File: config.mk
export PLATFORM = sky130hd
export DESIGN_NAME = biquad_iir_section_unit
export DESIGN_NICKNAME = d
export VERILOG_FILES = /design/src/design/biq_pkg.sv /design/src/design/biquad_iir_section_unit.sv /design/src/design/biq_mul.sv
export SDC_FILE = /design/constraint.sdc
export NUM_CORES = 2
export LEC_CHECK = 0
export BUFFER_PORTS_ARGS = -buffer_cell sky130_fd_sc_hd__buf_2
export CAP_MARGIN = 20
export CORE_MARGIN = 5
export CORE_UTILIZATION = 50
export DETAILED_ROUTE_END_ITERATION = 6
export GPL_ROUTABILITY_DRIVEN = 0
export PLACE_DENSITY_LB_ADDON = 0.08
export SLEW_MARGIN = 10
export SYNTH_ARGS = -nofsm -noshare
export SYNTH_HDL_FRONTEND = slang
export SYNTH_HIERARCHICAL = 1
export SYNTH_SLANG_ARGS = --single-unit
File: constraint.sdc
create_clock -name clk_i -period 14.99 [get_ports clk_i]
set_clock_uncertainty 0.15 [all_clocks]
set_input_delay 2.2485 -clock clk_i [delete_from_list [all_inputs] [get_ports clk_i]]
set_output_delay 2.2485 -clock clk_i [all_outputs]
set_load 0.005 [all_outputs]
File: src/design/biq_pkg.sv
// ----------------------------------------------------------------------------
// biq_pkg
// Shared types, widths, register codes and saturation helpers for the
// biquad section.
// ----------------------------------------------------------------------------
package biq_pkg;

  localparam int SAMPLE_W   = 16;
  localparam int COEF_W     = 18;
  localparam int COEF_FRAC  = 16;
  localparam int STATE_W    = 24;
  localparam int STATE_FRAC = 4;
  localparam int NUM_REGS   = 7;
  localparam int IDX_W      = 3;

  // product, rounded product, accumulator, output pre-saturation widths
  localparam int PROD_W = COEF_W + STATE_W;
  localparam int RND_W  = PROD_W - COEF_FRAC;
  localparam int ACC_W  = RND_W + 4;
  localparam int OUTR_W = RND_W + 1 - STATE_FRAC;

  typedef logic signed [COEF_W-1:0]   coef_t;
  typedef logic signed [STATE_W-1:0]  state_t;
  typedef logic signed [SAMPLE_W-1:0] sample_t;
  typedef logic signed [RND_W-1:0]    rnd_t;
  typedef logic signed [ACC_W-1:0]    acc_t;
  typedef logic signed [OUTR_W-1:0]   outr_t;

  typedef enum logic [IDX_W-1:0] {
    REG_B0   = 3'd0,
    REG_B1   = 3'd1,
    REG_B2   = 3'd2,
    REG_A1   = 3'd3,
    REG_A2   = 3'd4,
    REG_GIN  = 3'd5,
    REG_GOUT = 3'd6
  } reg_idx_e;

  localparam coef_t COEF_RESET [NUM_REGS] = '{
    coef_t'(0), coef_t'(16962), coef_t'(0), coef_t'(-126605),
    coef_t'(65536), coef_t'(65536), coef_t'(65536)
  };

  typedef enum logic [3:0] {
    ST_IDLE,
    ST_MUL_X,
    ST_MUL_A1,
    ST_MUL_A2,
    ST_MUL_B1,
    ST_MUL_B2,
    ST_MUL_B0,
    ST_SAT_Y,
    ST_MUL_G,
    ST_DONE
  } seq_state_e;

  function automatic state_t sat_state(acc_t v);
    acc_t hi;
    acc_t lo;
    hi = acc_t'((2 ** (STATE_W - 1)) - 1);
    lo = -hi - acc_t'(1);
    if (v > hi) return state_t'(hi);
    else if (v < lo) return state_t'(lo);
    else return state_t'(v);
  endfunction

  function automatic sample_t sat_sample(outr_t v);
    outr_t hi;
    outr_t lo;
    hi = outr_t'((2 ** (SAMPLE_W - 1)) - 1);
    lo = -hi - outr_t'(1);
    if (v > hi) return sample_t'(hi);
    else if (v < lo) return sample_t'(lo);
    else return sample_t'(v);
  endfunction

endpackage

File: src/design/biquad_iir_section_unit.sv
// ----------------------------------------------------------------------------
// biquad_iir_section_unit
// Direct-form-II biquad section with input and output gain, fixed point,
// built around one shared multiplier and a small sequencer.
// ----------------------------------------------------------------------------
//
//  channel     | direction | handshake                         | payload
//  ------------+-----------+-----------------------------------+---------------
//  sample_in   | in        | sample_in_valid_i/sample_in_ready_o | 16b signed
//  sample_out  | out       | sample_out_valid_o/sample_out_ready_i | 16b signed
//  cfg         | in        | cfg_we_i (no wait)                | idx 3b, 18b data
//
//  Each item runs from acceptance to the result register through six
//  multiply steps one after another on the single 18x24 multiplier,
//  a saturate step for y, the output-gain multiply and the output step.
//  The next item is taken in the idle state that follows.
//  Input is taken only in the idle state; a finished result sits in the
//  output register, so the next item can be taken while it waits.
//  If the previous result is still unclaimed at the end of an item, the
//  sequencer holds in its final step until the output register frees.
//  Reset (async, active low) clears the delay words, loads the register
//  reset values and empties the output register.
//
module biquad_iir_section_unit (
  input  logic                   clk_i,
  input  logic                   rst_ni,
  input  logic                   sample_in_valid_i,
  output logic                   sample_in_ready_o,
  input  biq_pkg::sample_t       sample_in_i,
  output logic                   sample_out_valid_o,
  input  logic                   sample_out_ready_i,
  output biq_pkg::sample_t       sample_out_o,
  input  logic                   cfg_we_i,
  input  logic [biq_pkg::IDX_W-1:0] cfg_idx_i,
  input  biq_pkg::coef_t         cfg_wdata_i
);
  import biq_pkg::*;

  // configuration registers
  coef_t      coef_q [NUM_REGS];

  // sequencer and datapath state
  seq_state_e state_q, state_d;
  sample_t    samp_q;
  acc_t       acc_q, acc_d;
  state_t     w_q, w_d;
  state_t     dly_recent_q, dly_older_q;
  sample_t    out_q;
  logic       out_valid_q, out_valid_d;

  // shared multiplier controls
  logic       mul_en;
  coef_t      mul_coef;
  state_t     mul_opnd;
  rnd_t       mul_rnd;

  logic       in_acc;
  logic       out_load;
  acc_t       rnd_ext;
  logic signed [RND_W:0] g_bias;
  outr_t      g_shift;

  assign in_acc  = sample_in_valid_i && sample_in_ready_o;
  assign rnd_ext = acc_t'(mul_rnd);

  // output: round half up by the state fraction bits, then saturate
  assign g_bias  = (RND_W + 1)'(mul_rnd) + (RND_W + 1)'(2 ** (STATE_FRAC - 1));
  assign g_shift = outr_t'(g_bias[RND_W:STATE_FRAC]);

  // --------------------------------------------------------------------------
  // configuration writes; out-of-range index is dropped
  // --------------------------------------------------------------------------
  always_ff @(posedge clk_i or negedge rst_ni) begin
    if (!rst_ni) begin
      for (int i = 0; i < NUM_REGS; i++) begin
        coef_q[i] <= COEF_RESET[i];
      end
    end else if (cfg_we_i && (cfg_idx_i < IDX_W'(NUM_REGS))) begin
      coef_q[cfg_idx_i] <= cfg_wdata_i;
    end
  end

  biq_mul u_mul (
    .clk_i  (clk_i),
    .en_i   (mul_en),
    .coef_i (mul_coef),
    .opnd_i (mul_opnd),
    .rnd_o  (mul_rnd)
  );

  // --------------------------------------------------------------------------
  // sequencer: each multiply step issues one multiply, and the step after it
  // folds in that product (the product register sits between them)
  // --------------------------------------------------------------------------
  always_comb begin
    state_d     = state_q;
    acc_d       = acc_q;
    w_d         = w_q;
    mul_en      = 1'b0;
    mul_coef    = coef_q[REG_GIN];
    mul_opnd    = state_t'(samp_q) <<< STATE_FRAC;
    out_load    = 1'b0;
    sample_in_ready_o = 1'b0;

    unique case (state_q)
      ST_IDLE: begin
        sample_in_ready_o = 1'b1;
        if (sample_in_valid_i) begin
          state_d = ST_MUL_X;
        end
      end
      ST_MUL_X: begin
        // x product: gain_in * sample in state format
        mul_en  = 1'b1;
        state_d = ST_MUL_A1;
      end
      ST_MUL_A1: begin
        acc_d    = acc_t'(sat_state(rnd_ext));
        mul_en   = 1'b1;
        mul_coef = coef_q[REG_A1];
        mul_opnd = dly_recent_q;
        state_d  = ST_MUL_A2;
      end
      ST_MUL_A2: begin
        acc_d    = acc_q - rnd_ext;
        mul_en   = 1'b1;
        mul_coef = coef_q[REG_A2];
        mul_opnd = dly_older_q;
        state_d  = ST_MUL_B1;
      end
      ST_MUL_B1: begin
        w_d      = sat_state(acc_q - rnd_ext);
        mul_en   = 1'b1;
        mul_coef = coef_q[REG_B1];
        mul_opnd = dly_recent_q;
        state_d  = ST_MUL_B2;
      end
      ST_MUL_B2: begin
        acc_d    = rnd_ext;
        mul_en   = 1'b1;
        mul_coef = coef_q[REG_B2];
        mul_opnd = dly_older_q;
        state_d  = ST_MUL_B0;
      end
      ST_MUL_B0: begin
        acc_d    = acc_q + rnd_ext;
        mul_en   = 1'b1;
        mul_coef = coef_q[REG_B0];
        mul_opnd = w_q;
        state_d  = ST_SAT_Y;
      end
      ST_SAT_Y: begin
        acc_d   = acc_t'(sat_state(acc_q + rnd_ext));
        state_d = ST_MUL_G;
      end
      ST_MUL_G: begin
        mul_en   = 1'b1;
        mul_coef = coef_q[REG_GOUT];
        mul_opnd = state_t'(acc_q);
        state_d  = ST_DONE;
      end
      ST_DONE: begin
        // wait here while the previous item is unclaimed
        if (!out_valid_q || sample_out_ready_i) begin
          out_load = 1'b1;
          state_d  = ST_IDLE;
        end
      end
      default: begin
        state_d = ST_IDLE;
      end
    endcase
  end

  always_comb begin
    out_valid_d = out_valid_q;
    if (out_load) begin
      out_valid_d = 1'b1;
    end else if (sample_out_ready_i) begin
      out_valid_d = 1'b0;
    end
  end

  always_ff @(posedge clk_i or negedge rst_ni) begin
    if (!rst_ni) begin
      state_q      <= ST_IDLE;
      out_valid_q  <= 1'b0;
      dly_recent_q <= '0;
      dly_older_q  <= '0;
    end else begin
      state_q     <= state_d;
      out_valid_q <= out_valid_d;
      if (out_load) begin
        // delay line shifts once the item is done
        dly_older_q  <= dly_recent_q;
        dly_recent_q <= w_q;
      end
    end
  end

  always_ff @(posedge clk_i) begin
    if (in_acc) begin
      samp_q <= sample_in_i;
    end
    acc_q <= acc_d;
    w_q   <= w_d;
    if (out_load) begin
      out_q <= sat_sample(g_shift);
    end
  end

  assign sample_out_valid_o = out_valid_q;
  assign sample_out_o       = out_q;

`ifndef NO_ASSERTIONS
  // an accepted item keeps the block busy in the next cycle
  a_busy_after_accept: assert property (@(posedge clk_i) disable iff (!rst_ni)
    in_acc |=> !sample_in_ready_o)
    else $error("input taken again right after an accepted item");

  // a result only appears from the final sequencer step
  a_out_from_done: assert property (@(posedge clk_i) disable iff (!rst_ni)
    $rose(out_valid_q) |-> $past(state_q == ST_DONE))
    else $error("result raised outside the final step");

  // delay words move only when an item completes
  a_delay_update: assert property (@(posedge clk_i) disable iff (!rst_ni)
    !$stable(dly_recent_q) |-> $past(out_load))
    else $error("delay word changed outside item completion");

  // a stalled output holds the sequencer in its final step
  a_done_hold: assert property (@(posedge clk_i) disable iff (!rst_ni)
    (state_q == ST_DONE && out_valid_q && !sample_out_ready_i) |=> state_q == ST_DONE)
    else $error("sequencer left final step while output stalled");
`endif

endmodule

File: src/design/biq_mul.sv
// ----------------------------------------------------------------------------
// biq_mul
// Shared signed multiplier, coefficient by state word, with registered
// product and round-half-up back to state format.
// ----------------------------------------------------------------------------
module biq_mul (
  input  logic                  clk_i,
  input  logic                  en_i,
  input  biq_pkg::coef_t        coef_i,
  input  biq_pkg::state_t       opnd_i,
  output biq_pkg::rnd_t         rnd_o
);
  import biq_pkg::*;

  logic signed [PROD_W-1:0] prod_q;
  logic signed [PROD_W-1:0] prod_d;
  logic signed [PROD_W-1:0] prod_bias;

  assign prod_d = PROD_W'(coef_i) * PROD_W'(opnd_i);

  always_ff @(posedge clk_i) begin
    if (en_i) begin
      prod_q <= prod_d;
    end
  end

  // floor((p + half) / 2^frac); top bits are free since |p| < 2^41
  assign prod_bias = prod_q + PROD_W'(2 ** (COEF_FRAC - 1));
  assign rnd_o     = rnd_t'(prod_bias[PROD_W-1:COEF_FRAC]);

endmodule

==> out/metrics.csv <==
stage,metric,value,unit
status,status,"finished, violations left",
status,failing checks,design-rule violations,
sta,Max-Slew Margin vs Limit,0.359,
clock_tree,Clock Latency Late Sink,0.61,ns
sta,Final min period,9.50,ns
drt,drt drc,2,
final_layout,Layout Nets,3983,
yosys,number of synthesized register bits,292,
sta,RSZ-0062 raised after global routing,no,
sta,Fin Setup TNS,0,ns
worst_setup_path,Worst EP arrival,9.69,ns
die,standard-cell rows,93,
die,number of top-level pins,60,
sta,Peak Freq,105,MHz
clock_tree,post-cts gate resize count,0,
drt,Pre-antenna DRT Iters,7,
clock_tree,Inserted Clock Buffers,31,
yosys,Netlist Area Pre-Place,32100,µm²
place,dpl hpwl,69500,µm
worst_setup_path,Crit path required time,15.17,ns
sta,max-slew violation count,0,
worst_setup_path,cell mode on critical path,fa_1,
die,die width,263,µm
clock_tree,Setup Buffers After CTS,0,
clock_tree,H-Tree Depth,1,
yosys,Netlist cell types,104,
clock_tree,Clock transition at path regs,0.06,ns
global_route,Tot GR Track Use,0.271,
yosys,post-synth top area share,0.265,
yosys,top post-synthesis cells by area,"fa_1 27%, dfrtp_1 13%, edfxtp_1 11%",
worst_setup_path,Startpoint Class,register,
worst_setup_path,CP max stage cell,fa_1,
yosys,ys flop type,dfrtp_1,
hold_path,Hold Path Class,reg2reg,
die,chip height,263,µm
yosys,"Seq/Total Area, Yosys",0.246,
global_route,vias in the first global route,25900,
yosys,number of synthesized flops with an enable pin,113,
global_route,largest net degree at the start of global routing,110,
yosys,Post-Syn Nets,3993,
sta,PnR worst setup slack,5.49,ns
drt,vias post-DR,24500,
yosys,Synthesis Warnings,6,
sta,final hold viol count,0,
die,Initial Util,0.502,
place,IO Port Bufs,59,
final_layout,share of cells above drive strength 1,0.121,
sta,Final period util,0.634,
sta,Least-Margin Pin Slew,0.961,ns
global_route,antenna violations before repair,4,
worst_setup_path,kind of critical path,reg2reg,
clock_tree,CTS sink cnt,292,
flow_run,max-cap violations,0,
global_route,first-pass GRT wire length,150000,µm
place,Placement Setup Slack,5.50,ns
worst_setup_path,CP endpoint kind,register,
worst_setup_path,crit-path max FO,44,
die,core area,64000,µm²
yosys,cells after synthesis,3365,
drt,post-route ant nets,0,
global_route,GRT overflow,0,
sta,final setup fails,0,
drt,vias per cell,5.78,
yosys,ys async rst share,0.613,
drt,DRC marker count from the first detailed-route iteration,2224,
yosys,Yosys top cell by area,fa_1,
die,Die Footprint,69400,µm²
final_layout,area grow syn2layout,7.29,%
yosys,Mapped Avg Cell Area,9.55,µm²
clock_tree,hold buffers post-CTS,0,
drt,DRT Wirelength,94500,µm
clock_tree,root buf cell,clkbuf_16,
drt,routed wire length per instance,22.3,µm
clock_tree,CTS tree,yes,
worst_setup_path,"slowest stage delay, CP",0.67,ns
clock_tree,clk buf depth,3,
metrics by stage:
step	hold slack, ns	instances	util	instance area [µm²]
floorplan	0.290	3365	-	32100
global placement	0.305	4174	0.522	33400
detailed placement	0.313	4176	0.522	33400
CTS	0.327	4234	0.538	34400
global route	0.351	4236	0.538	34500
finish	0.327	4238	0.539	34500
state kept, by name, indices dropped and copies added, names as in the netlist:
| register | count |
|---|---|
| dly_older_q | 24 |
| sample_out_o | 16 |
| samp_q | 16 |
| w_q | 24 |
| coef_q | 126 |
| u_mul/prod_q | 27 |
| state_q | 4 |
| acc_q | 30 |
| dly_recent_q | 24 |
| sample_out_valid_o | 1 |
cell usage in the layout, fill, tap and decap left out, types with 12 or more instances in the layout:
| cell type | instances |
|---|---|
| a222oi_1 | 27 |
| fa_1 | 426 |
| a21oi_1 | 111 |
| buf_2 | 58 |
| and2_1 | 147 |
| o21ai_0 | 71 |
| o211ai_1 | 27 |
| dfstp_2 | 15 |
| and3_1 | 13 |
| dfrtp_1 | 164 |
| buf_4 | 66 |
| xor2_1 | 22 |
| clkbuf_16 | 31 |
| nor2_1 | 111 |
| nand2_1 | 532 |
| a21o_1 | 28 |
| o31ai_1 | 15 |
| nand3_1 | 45 |
| nand2b_1 | 28 |
| mux2_2 | 127 |
| xnor2_1 | 100 |
| nor3_1 | 23 |
| inv_1 | 558 |
| a31oi_1 | 16 |
| ha_1 | 160 |
| nor2b_1 | 12 |
| a22oi_1 | 56 |
| edfxtp_1 | 113 |
| nand4_1 | 35 |
per-layer routing:
layer	track usage	up-vias	wire length, µm
met3	0.0374	179	6720
met2	0.452	951	45200
met1	0.378	12500	40300
li1	-	10900	-
met5	0	-	25
met4	0.0638	4	2320
critical path: cells and delay by family (launching register included):
| kind | cells | cell delay, ns |
|---|---|---|
| buf+inv | 5 | 0.55 |
| compound gates | 4 | 1.21 |
| mux | 1 | 0.22 |
| flops | 1 | 0.66 |
| simple gates | 9 | 2.71 |
| fa+ha+maj | 7 | 3.71 |
cells in the mapped netlist (35+ instances only):
master    number
inv_1        559
nand2_1      532
fa_1         426
dfrtp_1      164
ha_1         160
and2_1       147
clkbuf_1     145
mux2_2       127
nor2_1       114
edfxtp_1     113
a21oi_1      111
xnor2_1      100
o21ai_0       71
a22oi_1       56
nand3_1       45
nand4_1       35
kinds of logic (layout without fill, tap and decap cells):
kind of cell	count (synthesis)	in the layout	share of synthesized area
AO/OA/AOI/OAI	478	478	0.109
AND/OR/NAND/NOR	1020	1020	0.150
multiplexers	129	129	0.0451
adder cells (fa/ha/maj)	586	586	0.328
XOR/XNOR	124	124	0.0346
buffers and inverters	736	751	0.0884
other	0	3	0
flip-flops	292	292	0.246
path summary, 6_finish.rpt:
check	end	startpoint	cells after the start	slack (ns)
setup / recovery	u_mul/prod_q[41]	state_q[3]	26	5.49
hold / removal	dly_older_q[8]	dly_recent_q[8]	2	0.33
setup reg to reg	u_mul/prod_q[41]	state_q[3]	26	5.49
hold reg to reg	dly_older_q[8]	dly_recent_q[8]	2	0.33
max in group asynchronous	dly_recent_q[14]	rst_ni	3	11.68
min in group asynchronous	coef_q[116]	rst_ni	1	1.36
final cells by class:
| cell class | instances | area (µm²) |
|---|---|---|
| Fill cell | 5895 | 29500 |
| Multi-Input combinational cell | 2337 | 21500 |
| Sequential cell | 292 | 7890 |
| Inverter | 565 | 2120 |
| Tap cell | 855 | 1070 |
| Clock buffer | 44 | 865 |
| Timing Repair Buffer | 128 | 851 |
| Clock inverter | 14 | 150 |
| Antenna cell | 3 | 7.51 |
Power is left out: the tool's default activity adds up to more than one toggle a clock period on the data nets, which glitch-free logic cannot reach.
